`src/design/b32enc_pkg.sv`:
```
package b32enc_pkg;

    localparam int MAX_PREFIX = 83;
    localparam int MAX_TOTAL  = 90;

    localparam int CNT_W  = 7;
    localparam int PFX_AW = $clog2(MAX_PREFIX);
    localparam int ACC_W  = 30;

    localparam logic [ACC_W-1:0] GEN [5] = '{
        30'h3b6a57b2, 30'h26508e6d, 30'h1ea119fa, 30'h3d4233dd, 30'h2a1462b3
    };

    localparam logic [ACC_W-1:0] XOR_BECH32  = 30'h00000001;
    localparam logic [ACC_W-1:0] XOR_BECH32M = 30'h2bc830a3;

    // first character sits in the top byte
    localparam logic [255:0] ALPHA_STR = "qpzry9x8gf2tvdw0s3jn54khce6mua7l";

    localparam logic [6:0] SEP_CHAR = 7'h31;

    // error codes
    localparam logic [2:0] ERR_NONE     = 3'd0;
    localparam logic [2:0] ERR_BAD_CHAR = 3'd1;
    localparam logic [2:0] ERR_PFX_LEN  = 3'd2;
    localparam logic [2:0] ERR_RANGE    = 3'd3;
    localparam logic [2:0] ERR_TOTAL    = 3'd4;

    // checksum accumulator operations
    localparam logic [2:0] PM_NONE     = 3'd0;
    localparam logic [2:0] PM_PFX      = 3'd1;
    localparam logic [2:0] PM_ZERO     = 3'd2;
    localparam logic [2:0] PM_ZERO_XOR = 3'd3;
    localparam logic [2:0] PM_FOLD     = 3'd4;
    localparam logic [2:0] PM_DATA     = 3'd5;
    localparam logic [2:0] PM_SHIFT    = 3'd6;

    // output character sources
    localparam logic [1:0] EMIT_PFX  = 2'd0;
    localparam logic [1:0] EMIT_SEP  = 2'd1;
    localparam logic [1:0] EMIT_DATA = 2'd2;
    localparam logic [1:0] EMIT_CSUM = 2'd3;

    typedef struct packed {
        logic       load_item;
        logic [2:0] pm_sel;
        logic [1:0] emit_sel;
        logic       emit;
        logic       eos;
        logic       fold_start;
        logic       enter_data;
        logic       data_inc;
        logic       clear;
    } t_dp_cmd;

    typedef struct packed {
        logic item_op;
        logic item_last;
        logic in_data;
        logic has_prefix;
        logic fold_last;
        logic out_free;
    } t_dp_status;

    function automatic logic [ACC_W-1:0] pm_step(input logic [ACC_W-1:0] acc,
                                                 input logic [4:0] v);
        logic [4:0]       top;
        logic [ACC_W-1:0] res;
        top = acc[ACC_W-1:ACC_W-5];
        res = {acc[ACC_W-6:0], v};
        for (int k = 0; k < 5; k++) begin
            if (top[k]) begin
                res = res ^ GEN[k];
            end
        end
        return res;
    endfunction

    function automatic logic [6:0] alpha_char(input logic [4:0] sym);
        logic [7:0] pos;
        pos = {~sym, 3'b000};
        return ALPHA_STR[pos +: 7];
    endfunction

endpackage

```
`src/design/b32enc_datapath.sv`:
```
module b32enc_datapath (
    input  logic                   i_clk,
    input  logic                   i_rst_n,
    input  logic                   i_cfg_we,
    input  logic                   i_cfg_wdata,
    input  logic                   i_op,
    input  logic [7:0]             i_value,
    input  logic                   i_last,
    input  logic                   i_out_ready,
    input  b32enc_pkg::t_dp_cmd    i_cmd,
    output b32enc_pkg::t_dp_status o_status,
    output logic                   o_out_valid,
    output logic [6:0]             o_char_out,
    output logic [2:0]             o_error_code,
    output logic                   o_end_of_string
);

    logic                              r_variant;
    logic                              r_op;
    logic [7:0]                        r_val;
    logic                              r_last;
    logic [b32enc_pkg::ACC_W-1:0]      r_acc;
    logic [b32enc_pkg::ACC_W-1:0]      n_acc;
    logic [b32enc_pkg::CNT_W-1:0]      r_pfx_cnt;
    logic [b32enc_pkg::CNT_W-1:0]      r_data_cnt;
    logic                              r_in_data;
    logic [2:0]                        r_err;
    logic [b32enc_pkg::CNT_W-1:0]      r_fold_idx;
    logic [4:0]                        r_rd_data;
    logic [4:0]                        r_pfx_mem [b32enc_pkg::MAX_PREFIX];
    logic                              r_out_valid;
    logic [6:0]                        r_char;
    logic [2:0]                        r_err_out;
    logic                              r_eos;

    logic [7:0]                        lc;
    logic                              pfx_ok;
    logic                              out_free;
    logic [b32enc_pkg::CNT_W-1:0]      data_sat;
    logic [8:0]                        total_pfx;
    logic [8:0]                        total_data;
    logic [2:0]                        item_err;
    logic                              rd_en;
    logic [b32enc_pkg::PFX_AW-1:0]     rd_addr;
    logic [6:0]                        emit_char;
    logic                              wr_en;

    localparam logic [8:0] TOTAL_LIMIT = 9'(b32enc_pkg::MAX_TOTAL);
    localparam logic [b32enc_pkg::CNT_W-1:0] PFX_LIMIT =
        b32enc_pkg::CNT_W'(b32enc_pkg::MAX_PREFIX);

    assign lc       = (r_val >= 8'h41 && r_val <= 8'h5a) ? r_val + 8'd32 : r_val;
    assign pfx_ok   = !r_in_data && (r_pfx_cnt < PFX_LIMIT);
    assign out_free = !r_out_valid || i_out_ready;
    assign data_sat = (r_data_cnt == {b32enc_pkg::CNT_W{1'b1}}) ? r_data_cnt
                                                                : r_data_cnt + 1'b1;
    // prefix item counts itself, then separator and checksum
    assign total_pfx  = {2'b00, r_pfx_cnt} + 9'd8 + {2'b00, r_data_cnt};
    assign total_data = {2'b00, r_pfx_cnt} + 9'd7 + {2'b00, data_sat};

    // first error that this word raises, in check order
    always_comb begin
        item_err = b32enc_pkg::ERR_NONE;
        if (!i_op) begin
            if (r_in_data) begin
                item_err = b32enc_pkg::ERR_BAD_CHAR;
            end else if (r_pfx_cnt >= PFX_LIMIT) begin
                item_err = b32enc_pkg::ERR_PFX_LEN;
            end else if (i_value < 8'd33 || i_value > 8'd126) begin
                item_err = b32enc_pkg::ERR_BAD_CHAR;
            end else if (total_pfx > TOTAL_LIMIT) begin
                item_err = b32enc_pkg::ERR_TOTAL;
            end
        end else begin
            if (!r_in_data && r_pfx_cnt == '0) begin
                item_err = b32enc_pkg::ERR_PFX_LEN;
            end else if (i_value > 8'd31) begin
                item_err = b32enc_pkg::ERR_RANGE;
            end else if (total_data > TOTAL_LIMIT) begin
                item_err = b32enc_pkg::ERR_TOTAL;
            end
        end
    end

    always_comb begin
        n_acc = r_acc;
        unique case (i_cmd.pm_sel)
            b32enc_pkg::PM_NONE: n_acc = r_acc;
            b32enc_pkg::PM_PFX: begin
                if (pfx_ok) begin
                    n_acc = b32enc_pkg::pm_step(r_acc, {2'b00, lc[7:5]});
                end
            end
            b32enc_pkg::PM_ZERO:  n_acc = b32enc_pkg::pm_step(r_acc, 5'd0);
            b32enc_pkg::PM_ZERO_XOR: begin
                n_acc = b32enc_pkg::pm_step(r_acc, 5'd0)
                        ^ (r_variant ? b32enc_pkg::XOR_BECH32M : b32enc_pkg::XOR_BECH32);
            end
            b32enc_pkg::PM_FOLD:  n_acc = b32enc_pkg::pm_step(r_acc, r_rd_data);
            b32enc_pkg::PM_DATA:  n_acc = b32enc_pkg::pm_step(r_acc, r_val[4:0]);
            b32enc_pkg::PM_SHIFT: n_acc = {r_acc[b32enc_pkg::ACC_W-6:0], 5'd0};
            default:              n_acc = r_acc;
        endcase
        if (i_cmd.clear) begin
            n_acc = b32enc_pkg::ACC_W'(1);
        end
    end

    always_comb begin
        case (i_cmd.emit_sel)
            b32enc_pkg::EMIT_PFX:  emit_char = lc[6:0];
            b32enc_pkg::EMIT_SEP:  emit_char = b32enc_pkg::SEP_CHAR;
            b32enc_pkg::EMIT_DATA: emit_char = b32enc_pkg::alpha_char(r_val[4:0]);
            default:               emit_char = b32enc_pkg::alpha_char(
                                       r_acc[b32enc_pkg::ACC_W-1:b32enc_pkg::ACC_W-5]);
        endcase
    end

    // prefix store: written in order, replayed after the separator
    assign wr_en   = (i_cmd.pm_sel == b32enc_pkg::PM_PFX) && pfx_ok;
    assign rd_en   = i_cmd.fold_start
                     || ((i_cmd.pm_sel == b32enc_pkg::PM_FOLD) && (r_fold_idx < r_pfx_cnt));
    assign rd_addr = i_cmd.fold_start ? '0 : r_fold_idx[b32enc_pkg::PFX_AW-1:0];

    always_ff @(posedge i_clk) begin
        if (wr_en) begin
            r_pfx_mem[r_pfx_cnt[b32enc_pkg::PFX_AW-1:0]] <= lc[4:0];
        end
        if (rd_en) begin
            r_rd_data <= r_pfx_mem[rd_addr];
        end
    end

    always_ff @(posedge i_clk) begin
        if (i_cmd.load_item) begin
            r_op   <= i_op;
            r_val  <= i_value;
            r_last <= i_last;
        end
        if (i_cmd.emit) begin
            r_char    <= emit_char;
            r_err_out <= r_err;
            r_eos     <= i_cmd.eos;
        end
    end

    always_ff @(posedge i_clk) begin
        if (!i_rst_n) begin
            r_variant   <= 1'b0;
            r_acc       <= b32enc_pkg::ACC_W'(1);
            r_pfx_cnt   <= '0;
            r_data_cnt  <= '0;
            r_in_data   <= 1'b0;
            r_err       <= b32enc_pkg::ERR_NONE;
            r_fold_idx  <= '0;
            r_out_valid <= 1'b0;
        end else begin
            if (i_cfg_we) begin
                r_variant <= i_cfg_wdata;
            end
            r_acc <= n_acc;
            if (i_cmd.load_item && r_err == b32enc_pkg::ERR_NONE) begin
                r_err <= item_err;
            end
            if (wr_en) begin
                r_pfx_cnt <= r_pfx_cnt + 1'b1;
            end
            if (i_cmd.data_inc) begin
                r_data_cnt <= data_sat;
            end
            if (i_cmd.enter_data) begin
                r_in_data <= 1'b1;
            end
            if (i_cmd.fold_start) begin
                r_fold_idx <= b32enc_pkg::CNT_W'(1);
            end else if (i_cmd.pm_sel == b32enc_pkg::PM_FOLD) begin
                r_fold_idx <= r_fold_idx + 1'b1;
            end
            if (i_cmd.emit) begin
                r_out_valid <= 1'b1;
            end else if (i_out_ready) begin
                r_out_valid <= 1'b0;
            end
            if (i_cmd.clear) begin
                r_pfx_cnt  <= '0;
                r_data_cnt <= '0;
                r_in_data  <= 1'b0;
                r_err      <= b32enc_pkg::ERR_NONE;
            end
        end
    end

    assign o_status.item_op    = r_op;
    assign o_status.item_last  = r_last;
    assign o_status.in_data    = r_in_data;
    assign o_status.has_prefix = (r_pfx_cnt != '0);
    assign o_status.fold_last  = (r_fold_idx == r_pfx_cnt);
    assign o_status.out_free   = out_free;

    assign o_out_valid     = r_out_valid;
    assign o_char_out      = r_char;
    assign o_error_code    = r_err_out;
    assign o_end_of_string = r_eos;

endmodule

```
`src/design/b32enc_ctrl.sv`:
```
module b32enc_ctrl (
    input  logic                   i_clk,
    input  logic                   i_rst_n,
    input  logic                   i_in_valid,
    input  logic                   i_op,
    input  b32enc_pkg::t_dp_status i_status,
    output logic                   o_in_ready,
    output b32enc_pkg::t_dp_cmd    o_cmd
);

    localparam logic [2:0] ST_IDLE = 3'd0;
    localparam logic [2:0] ST_PFX  = 3'd1;
    localparam logic [2:0] ST_SEP  = 3'd2;
    localparam logic [2:0] ST_FOLD = 3'd3;
    localparam logic [2:0] ST_DATA = 3'd4;
    localparam logic [2:0] ST_ZERO = 3'd5;
    localparam logic [2:0] ST_CSUM = 3'd6;

    localparam logic [2:0] LAST_STEP = 3'd5;

    logic [2:0] r_state;
    logic [2:0] n_state;
    logic [2:0] r_step;
    logic [2:0] n_step;

    always_comb begin
        o_cmd      = '0;
        o_in_ready = 1'b0;
        n_state    = r_state;
        n_step     = '0;
        unique case (r_state)
            ST_IDLE: begin
                o_in_ready = 1'b1;
                if (i_in_valid) begin
                    o_cmd.load_item = 1'b1;
                    if (!i_op) begin
                        n_state = ST_PFX;
                    end else begin
                        n_state = i_status.in_data ? ST_DATA : ST_SEP;
                    end
                end
            end
            ST_PFX: begin
                if (i_status.out_free) begin
                    o_cmd.emit     = 1'b1;
                    o_cmd.emit_sel = b32enc_pkg::EMIT_PFX;
                    o_cmd.pm_sel   = b32enc_pkg::PM_PFX;
                    if (!i_status.item_last) begin
                        n_state = ST_IDLE;
                    end else begin
                        n_state = i_status.in_data ? ST_ZERO : ST_SEP;
                    end
                end
            end
            ST_SEP: begin
                if (i_status.out_free) begin
                    o_cmd.emit       = 1'b1;
                    o_cmd.emit_sel   = b32enc_pkg::EMIT_SEP;
                    o_cmd.pm_sel     = b32enc_pkg::PM_ZERO;
                    o_cmd.fold_start = 1'b1;
                    o_cmd.enter_data = 1'b1;
                    if (i_status.has_prefix) begin
                        n_state = ST_FOLD;
                    end else begin
                        n_state = i_status.item_op ? ST_DATA : ST_ZERO;
                    end
                end
            end
            ST_FOLD: begin
                // one stored prefix symbol per cycle
                o_cmd.pm_sel = b32enc_pkg::PM_FOLD;
                if (i_status.fold_last) begin
                    n_state = i_status.item_op ? ST_DATA : ST_ZERO;
                end
            end
            ST_DATA: begin
                if (i_status.out_free) begin
                    o_cmd.emit     = 1'b1;
                    o_cmd.emit_sel = b32enc_pkg::EMIT_DATA;
                    o_cmd.pm_sel   = b32enc_pkg::PM_DATA;
                    o_cmd.data_inc = 1'b1;
                    n_state        = i_status.item_last ? ST_ZERO : ST_IDLE;
                end
            end
            ST_ZERO: begin
                n_step = r_step + 1'b1;
                if (r_step == LAST_STEP) begin
                    o_cmd.pm_sel = b32enc_pkg::PM_ZERO_XOR;
                    n_step       = '0;
                    n_state      = ST_CSUM;
                end else begin
                    o_cmd.pm_sel = b32enc_pkg::PM_ZERO;
                end
            end
            ST_CSUM: begin
                n_step = r_step;
                if (i_status.out_free) begin
                    o_cmd.emit     = 1'b1;
                    o_cmd.emit_sel = b32enc_pkg::EMIT_CSUM;
                    o_cmd.pm_sel   = b32enc_pkg::PM_SHIFT;
                    n_step         = r_step + 1'b1;
                    if (r_step == LAST_STEP) begin
                        o_cmd.eos   = 1'b1;
                        o_cmd.clear = 1'b1;
                        n_step      = '0;
                        n_state     = ST_IDLE;
                    end
                end
            end
            default: begin
                n_state = ST_IDLE;
            end
        endcase
    end

    always_ff @(posedge i_clk) begin
        if (!i_rst_n) begin
            r_state <= ST_IDLE;
            r_step  <= '0;
        end else begin
            r_state <= n_state;
            r_step  <= n_step;
        end
    end

endmodule

```
`src/design/bech32_string_encoder_unit.sv`:
```
// Each prefix or data word is taken in the idle state and emitted from its own state once the output is free.
// The first data word (or a prefix-only last word) also emits the separator and then
// replays the stored prefix symbols through the checksum step.
// A last word adds 6 checksum steps and 6 checksum characters; one word in flight.
// Reset (i_rst_n low, synchronous): string state cleared, variant = Bech32;
// the prefix store is not cleared and needs no clearing pass.
module bech32_string_encoder_unit (
    input  logic       i_clk,
    input  logic       i_rst_n,
    input  logic       i_cfg_we,
    input  logic       i_cfg_wdata,
    input  logic       i_in_valid,
    output logic       o_in_ready,
    input  logic       i_op,
    input  logic [7:0] i_value,
    input  logic       i_last,
    output logic       o_out_valid,
    input  logic       i_out_ready,
    output logic [6:0] o_char_out,
    output logic [2:0] o_error_code,
    output logic       o_end_of_string
);

    b32enc_pkg::t_dp_cmd    cmd;
    b32enc_pkg::t_dp_status status;

    b32enc_ctrl u_ctrl (
        .i_clk      (i_clk),
        .i_rst_n    (i_rst_n),
        .i_in_valid (i_in_valid),
        .i_op       (i_op),
        .i_status   (status),
        .o_in_ready (o_in_ready),
        .o_cmd      (cmd)
    );

    b32enc_datapath u_datapath (
        .i_clk           (i_clk),
        .i_rst_n         (i_rst_n),
        .i_cfg_we        (i_cfg_we),
        .i_cfg_wdata     (i_cfg_wdata),
        .i_op            (i_op),
        .i_value         (i_value),
        .i_last          (i_last),
        .i_out_ready     (i_out_ready),
        .i_cmd           (cmd),
        .o_status        (status),
        .o_out_valid     (o_out_valid),
        .o_char_out      (o_char_out),
        .o_error_code    (o_error_code),
        .o_end_of_string (o_end_of_string)
    );

    a_no_emit_when_full: assert property (@(posedge i_clk) disable iff (!i_rst_n)
        cmd.emit |-> status.out_free)
        else $error("word emitted over an untaken output word");

    a_clean_after_end: assert property (@(posedge i_clk) disable iff (!i_rst_n)
        cmd.clear |=> (!status.in_data && !status.has_prefix))
        else $error("string state not cleared after last checksum word");

    a_idle_no_emit: assert property (@(posedge i_clk) disable iff (!i_rst_n)
        o_in_ready |-> !cmd.emit)
        else $error("output word produced while taking input");

    a_err_range: assert property (@(posedge i_clk) disable iff (!i_rst_n)
        o_out_valid |-> (o_error_code <= b32enc_pkg::ERR_TOTAL))
        else $error("error code out of range");

endmodule

```
`config.mk`:
```
export PLATFORM = sky130hd
export DESIGN_NAME = bech32_string_encoder_unit
export DESIGN_NICKNAME = d
export VERILOG_FILES = /design/src/design/b32enc_pkg.sv /design/src/design/b32enc_datapath.sv /design/src/design/b32enc_ctrl.sv /design/src/design/bech32_string_encoder_unit.sv
export SDC_FILE = /design/constraint.sdc
export NUM_CORES = 1
export LEC_CHECK = 0
export BUFFER_PORTS_ARGS = -buffer_cell sky130_fd_sc_hd__buf_4
export CAP_MARGIN = 0
export CORE_MARGIN = 2
export CORE_UTILIZATION = 60
export DETAILED_ROUTE_END_ITERATION = 16
export PLACE_DENSITY = 0.79
export SLEW_MARGIN = 20
export SYNTH_ARGS = -nofsm -noshare
export SYNTH_HDL_FRONTEND = slang
export SYNTH_SLANG_ARGS = --single-unit
```
`constraint.sdc`:
```
create_clock -name i_clk -period 10.2 [get_ports i_clk]
set_input_delay 1.53 -clock i_clk [delete_from_list [all_inputs] [get_ports i_clk]]
set_output_delay 1.53 -clock i_clk [all_outputs]
set_load 0.1 [all_outputs]
```
After elaboration in Yosys (flattened, before gate mapping). Memory sizes are Yosys's and may differ from the RTL's. A register that Yosys moved wholly into a read port is not among the register bits. Index checks and enable logic that the tools add are counted.

$add $sub $neg: 9. $lt $le $gt $ge: 10. Eq/ne operators: 26. Shift operators: 2. Multiplexer cells: 106. Bitwise logic cells: 28. Reductions and logical operators: 24.

Operator list (count): two-way mux 30 bit (46); variable part select 256 x 9 -> 7 bit, first input constant (2); case mux 30 bit (6 select lines) (1); two-way mux 29 bit (5); inverter 17 bit (5); inverter 16 bit (5); two-way mux 3 bit (24); inverter 18 bit (4); inverter 14 bit (5); inverter 13 bit (5); bitwise XOR 30 bit (1); adder 7 x 1 -> 7 bit, second input constant (3); == test 3 bit, second input constant (7); two-way mux 7 bit (3); case mux 3 bit (7 select lines) (1); case mux 7 bit (3 select lines) (1); adder 9 x 7 -> 9 bit (2); > comparator 9 x 7 -> 1 bit, second input constant (2); case mux 3 bit (6 select lines) (1); two-way mux 1 bit (16); inequality test 2 x 1 -> 1 bit, second input constant (7); == test 3 x 2 -> 1 bit, second input constant (4); case mux 3 bit (4 select lines) (1); inverter 5 bit (2); other kinds (37) (52).

Register bits: 84. Bits in writable memories: 415. Output and inout bits: 13. Logic and storage cells: 223. Memories: 1.

Memories: u_datapath.r_pfx_mem (depth 83, bits a word 5, read ports 1, clocked after Yosys merged registers in 1, write ports 1, line b32enc_datapath.sv:30) `logic [4:0] r_pfx_mem [b32enc_pkg::MAX_PREFIX];`.

Longest topological paths before layout.
Depth after elaboration: 23. Mapped depth: 15. Mapped depth without buffers: 15.

Cells and area by module. Synthesis repeated with hierarchy kept, for this count alone.

Cells, all modules: 1605. Area, all modules: 22705.5 um2.

Modules (own cells, without submodules): b32enc_datapath (times used 1, cells an instance 1522, area each 22058.7 um2, sequential area each 14383.8 um2); b32enc_ctrl (times used 1, cells an instance 83, area each 646.9 um2, sequential area each 120.1 um2).

Least setup slack after synthesis. OpenSTA, ideal clock, no wires.

Kind: input to register. Start: input port i_out_ready. End: memory u_datapath.r_pfx_mem[15][0], enable pin. Arrival: 3350 ps. Setup slack: 6511 ps. Stages on the path: 10. Path buffers: 4. Path through: nor2b_1 -> buf_2 -> or3_1 -> buf_4 -> a21oi_1 -> and3_1 -> buf_2 -> nand3_1 -> buf_2 -> nor2_1.

Cells in the longest elaborated chain, start to end: 7. Elaborated cells between the ends (all ways): 10. Classes of those cells: 1 x eq/ne; 7 x mux; 2 x reduce/logical.

RTL lines: start, declared (line bech32_string_encoder_unit.sv:18) `input logic i_out_ready,`; logical OR 1 bit * (line b32enc_datapath.sv:54) `assign out_free = !r_out_valid || i_out_ready;`; two-way mux 6 bit, or another cell as far along (line b32enc_ctrl.sv:77) `if (i_status.out_free) begin`; case mux 3 bit (6 select lines) * (line b32enc_ctrl.sv:31) `unique case (r_state)`; == test 3 x 1 -> 1 bit * (line b32enc_datapath.sv:120) `assign wr_en = (i_cmd.pm_sel == b32enc_pkg::PM_PFX) && pfx_ok;`; logical AND 1 bit * (line b32enc_datapath.sv:120); two-way mux 1 bit * (line b32enc_datapath.sv:126) `if (wr_en) begin`; two-way mux 1 bit (implied by the code) * (line b32enc_datapath.sv:127) `r_pfx_mem[r_pfx_cnt[b32enc_pkg::PFX_AW-1:0]] <= lc[4:0];`; end, declared (line b32enc_datapath.sv:30).

Mark *: on every way between the ends. The rest lies on a longest branch, timed or not.

Worst setup path after layout.
Start: input port i_out_ready. End: register u_datapath.r_rd_data[1] (read register of u_datapath.r_pfx_mem), data pin.

Cells in the longest elaborated chain, start to end: 6. Elaborated cells between the ends (all ways): 12. Classes of those cells: 1 x eq/ne; 8 x mux; 3 x reduce/logical.

RTL lines: logical OR 1 bit * (line b32enc_datapath.sv:54); two-way mux 6 bit, or another cell as far along (line b32enc_ctrl.sv:77); case mux 3 bit (6 select lines) (line b32enc_ctrl.sv:31); == test 3 bit (line b32enc_datapath.sv:122) `|| ((i_cmd.pm_sel == b32enc_pkg::PM_FOLD) && (r_fold_idx < r_pfx_cnt));`; logical AND 1 bit (line b32enc_datapath.sv:122); logical OR 1 bit (line b32enc_datapath.sv:122); end, declared (line b32enc_datapath.sv:29) `logic [4:0] r_rd_data;`.

Marks and branches as above. A chain may end at the register's enable or synchronous reset.

==> metrics list <==
- Worst path buffer plus inverter count: 3
- Count of state elements after synthesis: 504
* Cts-stage hold buffer count: 0
- # Max-Cap Violations: 0
- Global route total overflow: 0
- The startpoint identified for the worst register-to-register timing path is u_ctrl.r_state[0]$_SDFFE_PN0P_.
- Vias after detailed routing: 16.38k
- For hold timing, the worst endpoint is u_datapath.o_error_code[1]$_DFFE_PP_.
- On the worst path, the slowest cell contributes a delay of 960 ps.
* Clock Pin Slew Worst Setup and Hold Paths: 60 ps
- The number of pins exceeding their max-slew limit in the final report is 0.
- Setup total negative slack on the finished layout was measured at 0 ps.
- Yosys printed 0 warnings.
* Fraction of post-synthesis cell area in the top cell type by area: 0.5760
- Entering global routing, the biggest net connects 91 pins.
* Distinct cells, synth: 90
- Initial core utilization: 0.6104
- Fin. Hold Viols: 0
- Clock network fraction of total power: 0.271
* Outcome: finished clean
* Crit end category: flop
- WP data arrival: 5510 ps
- Once placement completed, the tool counted placed cells totaling 2394.
- After the last flow step, the layout net total stands at 1982.
* Upper clock frequency limit: 196.5 MHz
- Post-route minimum period: 5090 ps
* Final worst clock skew: 16.84 ps
- Counting stages on the worst path, the most repeated cell is sky130_fd_sc_hd__buf_4.
* Leading cell types in the layout, fill and taps excluded: sky130_fd_sc_hd__edfxtp_1, sky130_fd_sc_hd__nand2_1, sky130_fd_sc_hd__nor2_1
* Count of flip-flops with a built-in enable after synthesis: 441
* Class of the most critical hold timing path: flop to flop
* Flop-to-flop setup slack: 5360 ps
- Die footprint: 39900 um^2
- Of the total power, combinational logic draws 0.322.
* Internal power: 4.124 mW
- Ports: 29
* Leak Pwr: 8.368 nW
* Worst-case reg-to-reg path depth: 9
* Cell breakdown of the critical path: buf_4, nand2b_1, a31oi_4, buf_4, buf_4, mux2i_1, a32oi_1, nand4_1, and4_1, a311oi_1
- TritonCTS built the clock tree.
- The largest individual stage delay along the critical path comes from the cell sky130_fd_sc_hd__buf_4.
- DRC errors left: 0
* Post-DR vias/cell: 6.592
- Headroom to the max-slew limit came out at 0.2120.
- RSZ-0062 raised after global routing: no
- The floorplan step set the die width to 199.7 um.
- The later pin in the worst-skew pair is clocked with a latency of 600 ps.
- Post-CTS timing repair inserted 0 buffers for setup.
- Global-route wire length before repair: 90.23 mm
* Clock sink count: 504
* Top cells by area, synth: sky130_fd_sc_hd__edfxtp_1, sky130_fd_sc_hd__nand2_1, sky130_fd_sc_hd__dfxtp_1
* Setup violations, final: 0
* Number of optimization iterations in the first detailed-route pass: 6
- The worst hold path was traced through 0 stages.
* Cells after Synth: 1947
* Ys async rst share: 0
- Post-synthesis cell type with the largest combined area: sky130_fd_sc_hd__edfxtp_1
- Fill cells in the final layout number 2697.
- Number of cells upsized or downsized after cts: 0
* Slew at the pin closest to its max-slew limit: 1178 ps
* Final total power: 6.436 mW
* Synthesized area per cell: 11.81 um^2
- Along the worst path, the maximum fanout reaches 90.
- Starting DRC count in detailed routing: 2215
- Count of nets left with antenna violations after detail routing: 0
* Type of the worst setup path: primary input to flop
* Kind of launch point of the worst setup path: primary input
* Root buffer selected by CTS: sky130_fd_sc_hd__clkbuf_16
* Area Growth Syn to Fin: 9.013%
- In this run the vertical extent of the chip is 199.7 um.
- In the final routed layout, each cell accounts on average for 23.81 um.
- Dividing total power by cell area gives a power density of 256.8 nW/um^2.
* Endpoint of the lowest-slack register-to-register path: u_datapath.r_rd_data[1]$_DFFE_PP_
- Wire length after detailed routing: 59.16 mm
- Leaving out fill and tap cells, the most frequent cell in the layout is sky130_fd_sc_hd__edfxtp_1.
- The share of the Yosys chip area taken by registers is 0.6309.
* IR Drop Worst-Case VDD: 0.0002376 V
- The number of nets handed over by synthesis was 1995.
- Sw power: 2.312 mW
- In the global route stage, overall resource usage came out at 0.3019.
- Excluding fillers, the count of instances in the completed layout stands at 2485.
- Area of the core region: 37670 um^2
- Hold Startpoint: u_datapath.r_err[1]$_SDFFE_PP0P_
* Netlist Area Pre-Place: 22990 um^2
- The initial antenna violation count came to 0.
* Primary flip-flop cell chosen by synthesis mapping: sky130_fd_sc_hd__edfxtp_1
- Period Utilization, post-route: 0.4990
- Count of buffers from port buffering: 28
- Inserted Clock Buffers: 49
* Critical path data required time: 10620 ps
- The HPWL after detailed placement is 37.42 mm.
- Net switching share of the total power: 0.3592
- Max Root-Sink Buffers: 3
- In this run the number of H-tree levels came out at 2.
* Cell type group with the largest total delay on the critical path: buffers and inverters
- The via count of the first global-routing pass is 15.56k.
- Last weighted congestion value of the routability-driven placer: 0.9683
- Sequential cell fraction of total power: 0.408
- The floorplan has 71 rows.
* Share of cells above drive strength 1: 0.08971
[cell usage after synthesis, types with 5 or more instances]
cell type,number
sky130_fd_sc_hd__a211oi_1,21
sky130_fd_sc_hd__a21o_1,11
sky130_fd_sc_hd__a21oi_1,65
sky130_fd_sc_hd__a221oi_1,10
sky130_fd_sc_hd__a311oi_1,6
sky130_fd_sc_hd__a311oi_2,6
sky130_fd_sc_hd__a31oi_1,34
sky130_fd_sc_hd__a32oi_1,27
sky130_fd_sc_hd__a41oi_1,6
sky130_fd_sc_hd__and2_1,5
sky130_fd_sc_hd__and3_1,14
sky130_fd_sc_hd__and4_1,9
sky130_fd_sc_hd__buf_2,49
sky130_fd_sc_hd__buf_4,9
sky130_fd_sc_hd__clkbuf_1,52
sky130_fd_sc_hd__dfxtp_1,63
sky130_fd_sc_hd__edfxtp_1,441
sky130_fd_sc_hd__ha_1,30
sky130_fd_sc_hd__inv_1,32
sky130_fd_sc_hd__mux2_2,16
sky130_fd_sc_hd__mux2i_1,54
sky130_fd_sc_hd__nand2_1,345
sky130_fd_sc_hd__nand2b_1,6
sky130_fd_sc_hd__nand3_1,119
sky130_fd_sc_hd__nand4_1,21
sky130_fd_sc_hd__nor2_1,177
sky130_fd_sc_hd__nor2b_1,10
sky130_fd_sc_hd__nor3_1,20
sky130_fd_sc_hd__nor4_1,5
sky130_fd_sc_hd__o211ai_1,18
sky130_fd_sc_hd__o21a_1,6
sky130_fd_sc_hd__o21ai_0,56
sky130_fd_sc_hd__o22ai_1,12
sky130_fd_sc_hd__o311ai_0,9
sky130_fd_sc_hd__or3_1,10
sky130_fd_sc_hd__xnor2_1,43
sky130_fd_sc_hd__xor2_1,33
[state kept, by name, summed over array words and instances (netlist names)]
name,cells
u_datapath.r_acc,30
u_datapath.r_fold_idx,7
u_datapath.r_pfx_cnt,7
u_datapath.o_out_valid,1
u_datapath.r_op,1
u_datapath.r_err,3
u_datapath.r_last,1
u_datapath.o_error_code,3
u_ctrl.r_step,3
u_datapath.o_char_out,7
u_ctrl.r_state,3
u_datapath.o_end_of_string,1
u_datapath.r_pfx_mem,415
u_datapath.r_data_cnt,7
u_datapath.r_in_data,1
u_datapath.r_variant,1
u_datapath.r_val,8
u_datapath.r_rd_data,5
[metrics by stage]
| stage | utilization | worst slack (ps) | instance area, um^2 | hold slack [ps] |
|---|---|---|---|---|
| global route | 0.6653 | 4930 | 25060 | 486.6 |
| CTS | 0.6651 | 5242 | 25050 | 471.4 |
| detailed placement | 0.6248 | 4643 | 23540 | 457.0 |
| floorplan | - | 6511 | 22990 | 431.3 |
| finish | 0.6654 | 5110 | 25060 | 473.0 |
| global placement | 0.6248 | 4842 | 23540 | 446.4 |
[worst max path at each step]
stage / start / to / slack [ps] / depth (start not counted)
floorplan: i_out_ready / u_datapath.r_pfx_mem[15][0]$_DFFE_PP_ / 6510 / 10
global placement: i_out_ready / u_datapath.r_rd_data[2]$_DFFE_PP_ / 4840 / 9
detailed placement: i_out_ready / u_datapath.r_rd_data[3]$_DFFE_PP_ / 4640 / 11
CTS: i_out_ready / u_datapath.r_rd_data[1]$_DFFE_PP_ / 5240 / 10
global route: i_out_ready / u_datapath.r_rd_data[3]$_DFFE_PP_ / 4930 / 11
finish: i_out_ready / u_datapath.r_rd_data[1]$_DFFE_PP_ / 5110 / 10
[worst register-to-register path, cell delays in order (launching register included)]
cell,delay [ps]
sky130_fd_sc_hd__dfxtp_1,890
sky130_fd_sc_hd__nor2b_1,470
sky130_fd_sc_hd__a31oi_4,290
sky130_fd_sc_hd__buf_4,740
sky130_fd_sc_hd__buf_4,980
sky130_fd_sc_hd__mux2i_1,310
sky130_fd_sc_hd__a32oi_1,270
sky130_fd_sc_hd__nand4_1,250
sky130_fd_sc_hd__and4_1,280
sky130_fd_sc_hd__a311oi_1,180
[power groups by stage]
stage	sequential, mW	combinational, mW	clock, mW
floorplan	2.84	1.34	0
global placement	2.66	1.98	0
detailed placement	2.66	2.04	0
CTS	2.62	2.05	1.75
global route	2.64	2.24	1.83
finish	2.62	2.07	1.74
[routing by layer]
layer	global-route usage	up-vias	wire, um
li1	-	7210	-
met1	0.4092	7964	22490
met2	0.4753	1008	27540
met3	0.06200	198	6412
met4	0.1364	0	2722
met5	0	-	0
[layout make-up]
type                            instances  area (um^2)  area share
Antenna cell                            1        2.502  0.00009985
Clock buffer                           60         1289     0.05142
Clock inverter                         30        229.0    0.009136
Inverter                               34        127.6    0.005092
Multi-Input combinational cell       1295         7895      0.3150
Sequential cell                       504        14500      0.5787
Tap cell                              511        639.4     0.02551
Timing Repair Buffer                   50        375.4     0.01498
[kinds of logic after synthesis]
| group | after synthesis | synth area share |
|---|---|---|
| xor+xnor | 81 | 0.03276 |
| flops | 504 | 0.6309 |
| fa+ha+maj | 33 | 0.01850 |
| mux | 76 | 0.03636 |
| buf+inv | 148 | 0.02830 |
| simple gates | 759 | 0.1456 |
| compound gates | 346 | 0.1076 |
Power figures use the tool's default switching activity.
